`config.mk`:
```
export PLATFORM = sky130hd
export DESIGN_NAME = dual_mode_frame_receiver
export DESIGN_NICKNAME = d
export VERILOG_FILES = /design/src/sv/dmfr_pkg.sv /design/src/sv/dmfr_core.sv /design/src/sv/dual_mode_frame_receiver.sv
export SDC_FILE = /design/constraint.sdc
export NUM_CORES = 1
export LEC_CHECK = 0
export BUFFER_PORTS_ARGS = -buffer_cell sky130_fd_sc_hd__buf_4
export CORE_MARGIN = 2
export CORE_UTILIZATION = 47
export CTS_CLUSTER_DIAMETER = 100
export DETAILED_ROUTE_END_ITERATION = 12
export GPL_TIMING_DRIVEN = 0
export PLACE_DENSITY = 0.66
export REMOVE_ABC_BUFFERS = 1
export SYNTH_ARGS = -nofsm -noshare
export SYNTH_HDL_FRONTEND = slang
export SYNTH_SLANG_ARGS = --single-unit
export TNS_END_PERCENT = 50
```
`constraint.sdc`:
```
create_clock -name clk -period 2.91 [get_ports clk]
set_clock_uncertainty 0.05 [all_clocks]
set_input_delay 0.291 -clock clk [delete_from_list [all_inputs] [get_ports clk]]
set_output_delay 0.291 -clock clk [all_outputs]
set_load 0.01 [all_outputs]
```
`src/sv/dmfr_pkg.sv`:
```
`timescale 1ns / 1ps
// ----------------------------------------------------------------------------
// Dual-mode frame receiver package
// Shared codes, byte constants and transaction types.
// ----------------------------------------------------------------------------
package dmfr_pkg;

	// Framing modes held in the port-mode register
	localparam logic [1:0] MODE_LEN   = 2'd1;
	localparam logic [1:0] MODE_HDR   = 2'd2;
	localparam logic [1:0] MODE_RESET = MODE_LEN;

	// Action codes
	localparam logic ACT_BYTE  = 1'b0;
	localparam logic ACT_REARM = 1'b1;

	// Receiver phase codes as seen on receiver_state
	localparam logic [1:0] PHASE_HUNT    = 2'd0;
	localparam logic [1:0] PHASE_LEN     = 2'd1;
	localparam logic [1:0] PHASE_COLLECT = 2'd2;
	localparam logic [1:0] PHASE_HELD    = 2'd3;

	// Frame kind codes
	localparam logic [1:0] KIND_LEN   = 2'd0;
	localparam logic [1:0] KIND_SHORT = 2'd1;
	localparam logic [1:0] KIND_LONG  = 2'd2;

	// Byte constants
	localparam logic [7:0] SYNC_BYTE   = 8'hAA;
	localparam logic [7:0] LEN_LIMIT   = 8'h80;
	localparam logic [7:0] HDR_SHORT   = 8'h06;
	localparam logic [7:0] HDR_LONG    = 8'h86;
	localparam logic [7:0] LEN_TRAILER = 8'd3;

	// Default fixed-header frame sizes
	localparam int SHORT_FRAME_DEF = 29;
	localparam int LONG_FRAME_DEF  = 35;

	typedef struct packed {
		logic       action;
		logic [7:0] rx_byte;
	} dmfr_item_t;

	typedef struct packed {
		logic       stored;
		logic [7:0] store_index;
		logic       frame_done;
		logic [1:0] frame_kind;
		logic [6:0] frame_length;
		logic       check_ok;
		logic       length_rejected;
		logic [1:0] receiver_state;
	} dmfr_result_t;

endpackage

```
`src/sv/dmfr_core.sv`:
```
`timescale 1ns / 1ps
// ----------------------------------------------------------------------------
// Dual-mode frame receiver core
// Receiver state registers and the single-pass per-byte update logic.
// ----------------------------------------------------------------------------
module dmfr_core #(
	parameter int SHORT_FRAME = dmfr_pkg::SHORT_FRAME_DEF,
	parameter int LONG_FRAME  = dmfr_pkg::LONG_FRAME_DEF
) (
	input  logic                  clk,
	input  logic                  arst_n,
	input  logic                  advance,
	input  dmfr_pkg::dmfr_item_t  item,
	input  logic [1:0]            mode,
	output dmfr_pkg::dmfr_result_t result
);
	import dmfr_pkg::*;

	localparam logic [6:0] SHORT_N = 7'(SHORT_FRAME);
	localparam logic [6:0] LONG_N  = 7'(LONG_FRAME);

	typedef enum logic [1:0] {
		PH_HUNT    = PHASE_HUNT,
		PH_LEN     = PHASE_LEN,
		PH_COLLECT = PHASE_COLLECT,
		PH_HELD    = PHASE_HELD
	} phase_t;

	phase_t     phase_q, phase_d;
	logic [7:0] wpos_q, wpos_d;
	logic [7:0] target_q, target_d;
	logic [6:0] clen_q, clen_d;
	logic [1:0] kind_q, kind_d;
	logic [7:0] xor_q, xor_d;
	logic [6:0] hdr_n;
	logic       mode_on;

	assign mode_on = (mode == MODE_LEN) || (mode == MODE_HDR);
	assign hdr_n   = (item.rx_byte == HDR_SHORT) ? SHORT_N : LONG_N;

	// Work out the next state and the result of the byte in one pass
	always_comb begin
		phase_d  = phase_q;
		wpos_d   = wpos_q;
		target_d = target_q;
		clen_d   = clen_q;
		kind_d   = kind_q;
		xor_d    = xor_q;
		result   = '0;
		if (item.action == ACT_REARM) begin
			phase_d = PH_HUNT;
		end else if (mode_on) begin
			if (phase_q == PH_COLLECT) begin
				result.stored      = 1'b1;
				result.store_index = wpos_q;
				if (wpos_q < {1'b0, clen_q}) begin
					xor_d = xor_q ^ item.rx_byte;
				end
				wpos_d = wpos_q + 8'd1;
				if (wpos_d >= target_q) begin
					phase_d             = PH_HELD;
					result.frame_done   = 1'b1;
					result.frame_kind   = kind_q;
					result.frame_length = clen_q;
					result.check_ok     = (xor_d == 8'd0);
				end
			end else if (mode == MODE_LEN) begin
				unique case (phase_q)
					PH_HUNT: begin
						if (item.rx_byte == SYNC_BYTE) begin
							phase_d = PH_LEN;
						end
					end
					PH_LEN: begin
						if (item.rx_byte < LEN_LIMIT) begin
							clen_d   = item.rx_byte[6:0];
							target_d = item.rx_byte + LEN_TRAILER;
							wpos_d   = 8'd0;
							xor_d    = 8'd0;
							kind_d   = KIND_LEN;
							phase_d  = PH_COLLECT;
						end else begin
							result.length_rejected = 1'b1;
							phase_d = PH_HUNT;
						end
					end
					default: begin
					end
				endcase
			end else if (phase_q != PH_HELD) begin
				// Header framing; awaiting length counts as hunting here
				if ((item.rx_byte == HDR_SHORT) || (item.rx_byte == HDR_LONG)) begin
					result.stored      = 1'b1;
					result.store_index = 8'd0;
					kind_d   = (item.rx_byte == HDR_SHORT) ? KIND_SHORT : KIND_LONG;
					target_d = {1'b0, hdr_n};
					clen_d   = hdr_n;
					xor_d    = (hdr_n != 7'd0) ? item.rx_byte : 8'd0;
					wpos_d   = 8'd1;
					if (wpos_d >= target_d) begin
						phase_d             = PH_HELD;
						result.frame_done   = 1'b1;
						result.frame_kind   = kind_d;
						result.frame_length = clen_d;
						result.check_ok     = (xor_d == 8'd0);
					end else begin
						phase_d = PH_COLLECT;
					end
				end else begin
					phase_d = PH_HUNT;
				end
			end
		end
		result.receiver_state = phase_d;
	end

	// Commit the update when the byte moves into the result register
	always_ff @(posedge clk or negedge arst_n) begin
		if (!arst_n) begin
			phase_q  <= PH_HUNT;
			wpos_q   <= 8'd0;
			target_q <= 8'd0;
			clen_q   <= 7'd0;
			kind_q   <= KIND_LEN;
			xor_q    <= 8'd0;
		end else if (advance) begin
			phase_q  <= phase_d;
			wpos_q   <= wpos_d;
			target_q <= target_d;
			clen_q   <= clen_d;
			kind_q   <= kind_d;
			xor_q    <= xor_d;
		end
	end

endmodule

```
`src/sv/dual_mode_frame_receiver.sv`:
```
`timescale 1ns / 1ps
// Takes one byte transaction per clock while the result channel is not stalled
// and returns one result transaction per byte; each byte is registered in the
// input register feeding the per-byte update logic and its result in the result
// register behind it. port_mode is written over its own channel, which is always
// ready, and must change only while idle.
// ----------------------------------------------------------------------------
// Dual-mode frame receiver
// Input register, receiver core and result register with valid/ready flow.
// ----------------------------------------------------------------------------
module dual_mode_frame_receiver #(
	parameter int SHORT_FRAME = dmfr_pkg::SHORT_FRAME_DEF,
	parameter int LONG_FRAME  = dmfr_pkg::LONG_FRAME_DEF
) (
	input  logic       clk,
	input  logic       arst_n,
	// configuration write channel
	input  logic       cfg_valid,
	output logic       cfg_ready,
	input  logic [1:0] port_mode,
	// byte input channel
	input  logic       in_valid,
	output logic       in_ready,
	input  logic       action,
	input  logic [7:0] rx_byte,
	// result channel
	output logic       out_valid,
	input  logic       out_ready,
	output logic       stored,
	output logic [7:0] store_index,
	output logic       frame_done,
	output logic [1:0] frame_kind,
	output logic [6:0] frame_length,
	output logic       check_ok,
	output logic       length_rejected,
	output logic [1:0] receiver_state
);
	import dmfr_pkg::*;

	logic         mode_q;
	logic [1:0]   port_mode_q;
	logic         valid_s1, valid_s2;
	dmfr_item_t   item_s1;
	dmfr_result_t res_s2, res_d;
	logic         advance;

	assign cfg_ready = 1'b1;
	assign advance   = valid_s1 && (!valid_s2 || out_ready);
	assign in_ready  = !valid_s1 || advance;
	assign mode_q    = (port_mode_q == MODE_LEN) || (port_mode_q == MODE_HDR);

	// Hold the port-mode register
	always_ff @(posedge clk or negedge arst_n) begin
		if (!arst_n) begin
			port_mode_q <= MODE_RESET;
		end else if (cfg_valid && cfg_ready) begin
			port_mode_q <= port_mode;
		end
	end

	// Input register: take a new transaction when the current one moves on
	always_ff @(posedge clk or negedge arst_n) begin
		if (!arst_n) begin
			valid_s1 <= 1'b0;
		end else if (in_ready) begin
			valid_s1 <= in_valid;
		end
	end

	always_ff @(posedge clk) begin
		if (in_valid && in_ready) begin
			item_s1 <= '{action: action, rx_byte: rx_byte};
		end
	end

	dmfr_core #(
		.SHORT_FRAME(SHORT_FRAME),
		.LONG_FRAME (LONG_FRAME)
	) u_core (
		.clk    (clk),
		.arst_n (arst_n),
		.advance(advance),
		.item   (item_s1),
		.mode   (mode_q ? port_mode_q : 2'd0),
		.result (res_d)
	);

	// Result register: hold until the transaction is taken
	always_ff @(posedge clk or negedge arst_n) begin
		if (!arst_n) begin
			valid_s2 <= 1'b0;
		end else if (!valid_s2 || out_ready) begin
			valid_s2 <= valid_s1;
		end
	end

	always_ff @(posedge clk) begin
		if (advance) begin
			res_s2 <= res_d;
		end
	end

	assign out_valid       = valid_s2;
	assign stored          = res_s2.stored;
	assign store_index     = res_s2.store_index;
	assign frame_done      = res_s2.frame_done;
	assign frame_kind      = res_s2.frame_kind;
	assign frame_length    = res_s2.frame_length;
	assign check_ok        = res_s2.check_ok;
	assign length_rejected = res_s2.length_rejected;
	assign receiver_state  = res_s2.receiver_state;

endmodule

```
Yosys cells after proc, flatten, opt, wreduce, memory -nomap -nowiden --
Index checks and enable logic that the tools add are counted.
Word-level totals: ROM bits 0, bits of input ports 16, logic and storage cells 117, register bits 71, memories kept 0, bits in latches 0, output and inout port bits 26, RAM bits 0
Operators by class: divide/modulo/power cells 0, $add $sub $neg 2, eq/ne operators 14, reductions and logical operators 21, order comparisons 4, shift-type cells 0, bitwise logic cells 6, multiply operators 0, muxes and demuxes 51
Operators with widths (number):
- two-way mux 8 bit | 20
- two-way mux 20 bit | 4
- two-way mux 7 bit | 5
- two-way mux 2 bit | 16
- two-way mux 11 bit | 2
- equality test 8 bit, second input constant | 2
- logical NOT 8 bit | 2
- adder 8 x 1 -> 8 bit, second input constant | 1
- adder 8 x 2 -> 8 bit, second input constant | 1
- equality test 8 x 3 -> 1 bit, second input constant | 1
- >= comparator 8 bit | 1
- less-than comparator 8 x 7 -> 1 bit | 1
- less-than comparator 8 bit, second input constant | 1
- AND reduction 8 bit | 1
- XOR 8 bit | 1
- >= comparator 1 x 7 -> 1 bit, first input constant | 1
- AND reduction 7 bit | 1
- nonzero test 7 bit | 1
- equality test 2 x 1 -> 1 bit, second input constant | 3
- equality test 2 bit, second input constant | 3
- two-way mux 6 bit | 1
- inequality test 2 bit, second input constant | 3
- inequality test 3 bit, second input constant | 2
- nonzero test 3 bit | 2
- other kinds (10) | 22

Longest topological paths before layout --
word-level depth 10, depth in mapped cells 11

Cells and area by module --
A second synthesis with hierarchy kept.
Second synthesis, totals: cell total of the unflattened synthesis 354, area total of the unflattened synthesis 3824.9 um2
Modules (own cells, without submodules):
- dmfr_core | cells an instance 306, times used 1, area each 2662.6 um2
- dual_mode_frame_receiver | cells an instance 48, times used 1, area each 1162.4 um2

Least setup slack after synthesis --
Ideal clock, no wire load.
path type reg-to-reg, start register u_core.wpos_q[2], end register res_s2, in the netlist receiver_state[1] (data pin), arrival 2117 ps, setup slack 485 ps, setup time 258 ps, path buffers 1, cell stages (with the launch flop) 12, data required time 2602 ps, cells stage by stage dfrtp_1 clkbuf_1 nand3_1 nor2_1 xor2_1 ha_1 a21oi_1 o21ai_0 a311oi_1 o21ai_0 nand3b_1 a21oi_1
RTL lines:
- start: declaration | line dmfr_core.sv:30 | logic [7:0] wpos_q, wpos_d;
- start signal: assignment | line dmfr_core.sv:128 | wpos_q <= wpos_d;
- end signal: assignment | line dual_mode_frame_receiver.sv:99 | res_s2 <= res_d;
- end: declaration | line dual_mode_frame_receiver.sv:44 | dmfr_result_t res_s2, res_d;

Worst setup path in the final report --
start register item_s1[0] in the netlist's numbering, end register u_core.xor_q[1]
On the way: cells in the longest elaborated chain, start to end 8
RTL lines:
- start: declaration | line dual_mode_frame_receiver.sv:43 | dmfr_item_t item_s1;
- start signal: assignment | line dual_mode_frame_receiver.sv:72 | item_s1 <= '{action: action, rx_byte: rx_byte};
- equality test 8 x 3 -> 1 bit | line dmfr_core.sv:39, dmfr_core.sv:92
- two-way mux 6 bit | line dmfr_core.sv:39 | assign hdr_n = (item.rx_byte == HDR_SHORT) ? SHORT_N : LONG_N;
- nonzero test 7 bit | line dmfr_core.sv:98 | xor_d = (hdr_n != 7'd0) ? item.rx_byte : 8'd0;
- two-way mux 8 bit | line dmfr_core.sv:98
- two-way mux 8 bit | line dmfr_core.sv:92 | if ((item.rx_byte == HDR_SHORT) || (item.rx_byte == HDR_LONG)) begin
- two-way mux 8 bit | line dmfr_core.sv:90 | end else if (phase_q != PH_HELD) begin
- two-way mux 8 bit | line dmfr_core.sv:67 | end else if (mode == MODE_LEN) begin
- two-way mux 8 bit | line dmfr_core.sv:53 | if (phase_q == PH_COLLECT) begin
- end signal: assignment | line dmfr_core.sv:132 | xor_q <= xor_d;
- end: declaration | line dmfr_core.sv:34 | logic [7:0] xor_q, xor_d;
Several ways; a longest one is shown, not always the timed one. The select of a mux whose other input is x is not followed. A chain may end at the register's enable or synchronous reset.

==> results_dict.tcl <==
set metrics [dict create \
    place_hpwl_mm 5.63 \
    initial_core_util_pct 48.2 \
    die_area_mm2 0.00914 \
    synth_area_mm2 0.00394 \
    cp_max_fo 13 \
    p_leak_nw 2.02 \
    cts_buffer_depth 2 \
    use_met2_pct 32.6 \
    clock_latency_ns 0.35 \
    ys_seq_elements 71 \
    cp-end-kind "register" \
    io_buffers 40 \
    tns_ns 0 \
    status "completed" \
    cts_buffers 9 \
    fin_cells 530 \
    ir_drop_mv 0.438 \
    synthArstFlopShare_pct 54.9 \
    finalNetCount 460 \
    wl_mm 8.44 \
    period_needed_ns 2.73 \
    yosysSeqAreaShare_pct 49.2 \
    p_clk_share_pct 32.2 \
    cts_htree_levels 3 \
    via_count 2938 \
    tightest_slew_ns 1.05 \
    n_fill_cell 728 \
    p_per_area_mw_per_mm2 689 \
    yosys_warnings 0 \
    place_area_mm2 0.00427 \
    place.gp.congestion 0.818 \
    ios 42 \
    crit_type "register to register" \
    finalSetupViolCount 0 \
    swShare_pct 31.0 \
    rsz0062_at_grt "true" \
    seqCellArea_mm2 0.00194 \
    rrSetupSlack_ns 0.18 \
    yosysTopAreaCellShare_pct 24.4 \
    start_kind "register" \
    n_antenna_cell 0 \
    dpl.cell_count 510 \
    grt_pass1_vias 2938 \
    required_ns 3.10 \
    cts_root_buf "clkbuf_8" \
    yosysUniqueCellTypes 59 \
    use_met1_pct 24.6 \
    p_comb_share_pct 24.4 \
    cts_tree "yes" \
    dieHeight_um 95.6 \
    path_clk_slew_ns 0.07 \
    grt-busiest-layer "met2" \
    slew_viol_final 0 \
    synth_ff_type "dfrtp_1" \
    hold_path.class "input port to register" \
    synth_area_leaders "edfxtp_1 (24%), dfrtp_1 (24%), ha_1 (7.6%)" \
    yosysTopAreaCell "edfxtp_1" \
    vias_per_cell 5.54 \
    finalHoldViolCount 0 \
    worstPathArrival_ns 2.92 \
    max_freq_ghz 0.367 \
    area_growth_pct 17.4 \
    max_cap_violations 0 \
    drive_gt1_share_pct 21.6 \
    fp.dieW_um 95.6 \
    grt_first_pass_wirelength_mm 13.7 \
    rows 33 \
    yosysMostFrequentCell "dfrtp_1" \
    clock-sinks 71 \
    final_antenna_net_count 0 \
    seqPwrFrac_pct 43.3 \
    p_int_mw 2.20 \
    grt_max_degree 40 \
    synth.avg_cell_area_um2 10.3 \
    first_pass_iters 5 \
    grt_overflow 0 \
    stdcell_area_mm2 0.00463 \
    core_mm2 0.00818 \
    multi_input_area_mm2 0.00187 \
    p_sw_mw 0.988 \
    power_mw 3.19 \
    antenna_found_initial 0 \
    synth_edf_count 32 \
    use_met3_pct 3.16 \
    period_share_pct 93.7 \
    postSynthCellCount 384 \
    slew_headroom_pct 29.7 \
    drc 0 \
    yosys-top-cells-count "dfrtp_1 (38), nand2_1 (37), edfxtp_1 (32)" \
    grt_usage_pct 19.8 \
    first_iter_violations 162 \
    wire_per_inst_um 15.9 \
]
-- power by group through the flow --
stage,clock (mW),combinational (mW),sequential (mW)
5_1_grt,1.08,0.880,1.41
6_report,1.03,0.779,1.38
3_5_place_dp,0,0.721,1.40
3_3_place_gp,0,0.691,1.39
4_1_cts,1.05,0.737,1.38
2_1_floorplan,0,0.513,1.36
-- final cells by class --
type / count / share of cell area [%]
clock buffers: 9 / 2.68
clock inverters: 7 / 2.92
inverters: 25 / 2.03
multi-input cells: 269 / 40.4
flip-flops and latches: 71 / 42.0
well taps: 105 / 2.84
repair buffers: 44 / 7.19
-- layout by cell type (no fill, tap or decap), types with 3 or more instances in the layout --
cell type  instances
a21oi_1           21
a21oi_2            5
dfrtp_1           35
edfxtp_1          32
nand2_1           37
a31oi_1            4
nand2b_1           9
nand4_1            3
mux2_2             4
nor2_1            26
clkbuf_8           9
ha_1              21
o21ai_0           27
inv_1             25
buf_4             43
bufinv_16          4
and2_1            13
a32o_1             3
xnor2_1           12
mux2i_1            3
nand3_1           15
dfrtp_2            3
and3_1             9
xor2_1             4
clkinv_2           3
-- per-stage QoR --
| stage | hold WS [ns] | setup WS [ns] | util [%] |
|---|---|---|---|
| after global routing | 0.0477 | -0.0470 | 56.6 |
| after global placement | 0.259 | -1.10 | 52.1 |
| after CTS | 0.0453 | 0.00862 | 55.8 |
| after detailed placement | 0.259 | -0.290 | 52.3 |
| after floorplan | -0.0546 | 0.183 | - |
| final | 0.0634 | 0.184 | 56.6 |
-- kinds of logic (layout without fill, tap and decap cells) --
group,count (synthesis),count (layout),synth area share (%)
DFF,71,71,49.2
other,1,1,0.0951
AOI/OAI and AO/OA,90,91,15.3
buffers and inverters,45,85,5.30
and+or+nand+nor,129,129,16.8
adders and majority gates,24,24,7.62
xor gates and xnor gates,16,16,3.55
muxes,8,8,2.19
-- flip-flops by register name, indices dropped and copies added, names as in the netlist, 7 cells and up --
signal,flops
frame_length,7
item_s1,9
store_index,8
u_core.clen_q,7
u_core.target_q,8
u_core.wpos_q,8
u_core.xor_q,8
-- timing repair --
item,CTS,global route
resized for setup,5,10
hold buffers,1,0
pin swaps,1,2
setup endpoints to repair,18,19
endpoints found under the hold margin,38,0
buffers inserted,0,2
gates cloned,0,1
-- critical path: stages (launching register included) --
cell	delay [ns]
edfxtp_1	0.54
inv_1	0.17
ha_1	0.16
nor3b_4	0.27
nand3_1	0.30
a211oi_4	0.67
o21ai_0	0.21
a32o_1	0.24
-- metal layers --
metal | wire (µm) | part of all wire [%] | up-vias
met5 | 0 | 0 | -
met4 | 195 | 2.3 | 0
met3 | 351 | 4.2 | 12
met2 | 4200 | 50 | 69
met1 | 3690 | 44 | 1417
li1 | - | - | 1440
-- path summary, 6_finish.rpt --
kind                                  start                 to  cells past startpoint
max reg2reg                      item_s1[0]    u_core.xor_q[1]                      7
min                                  action         item_s1[8]                      1
max                              item_s1[0]    u_core.xor_q[1]                      7
min reg2reg                u_core.kind_q[0]   u_core.kind_q[0]                      1
max in group asynchronous            arst_n   u_core.wpos_q[4]                      2
min in group asynchronous            arst_n  u_core.phase_q[1]                      2
No activity file was read; power rests on OpenSTA's default activity.
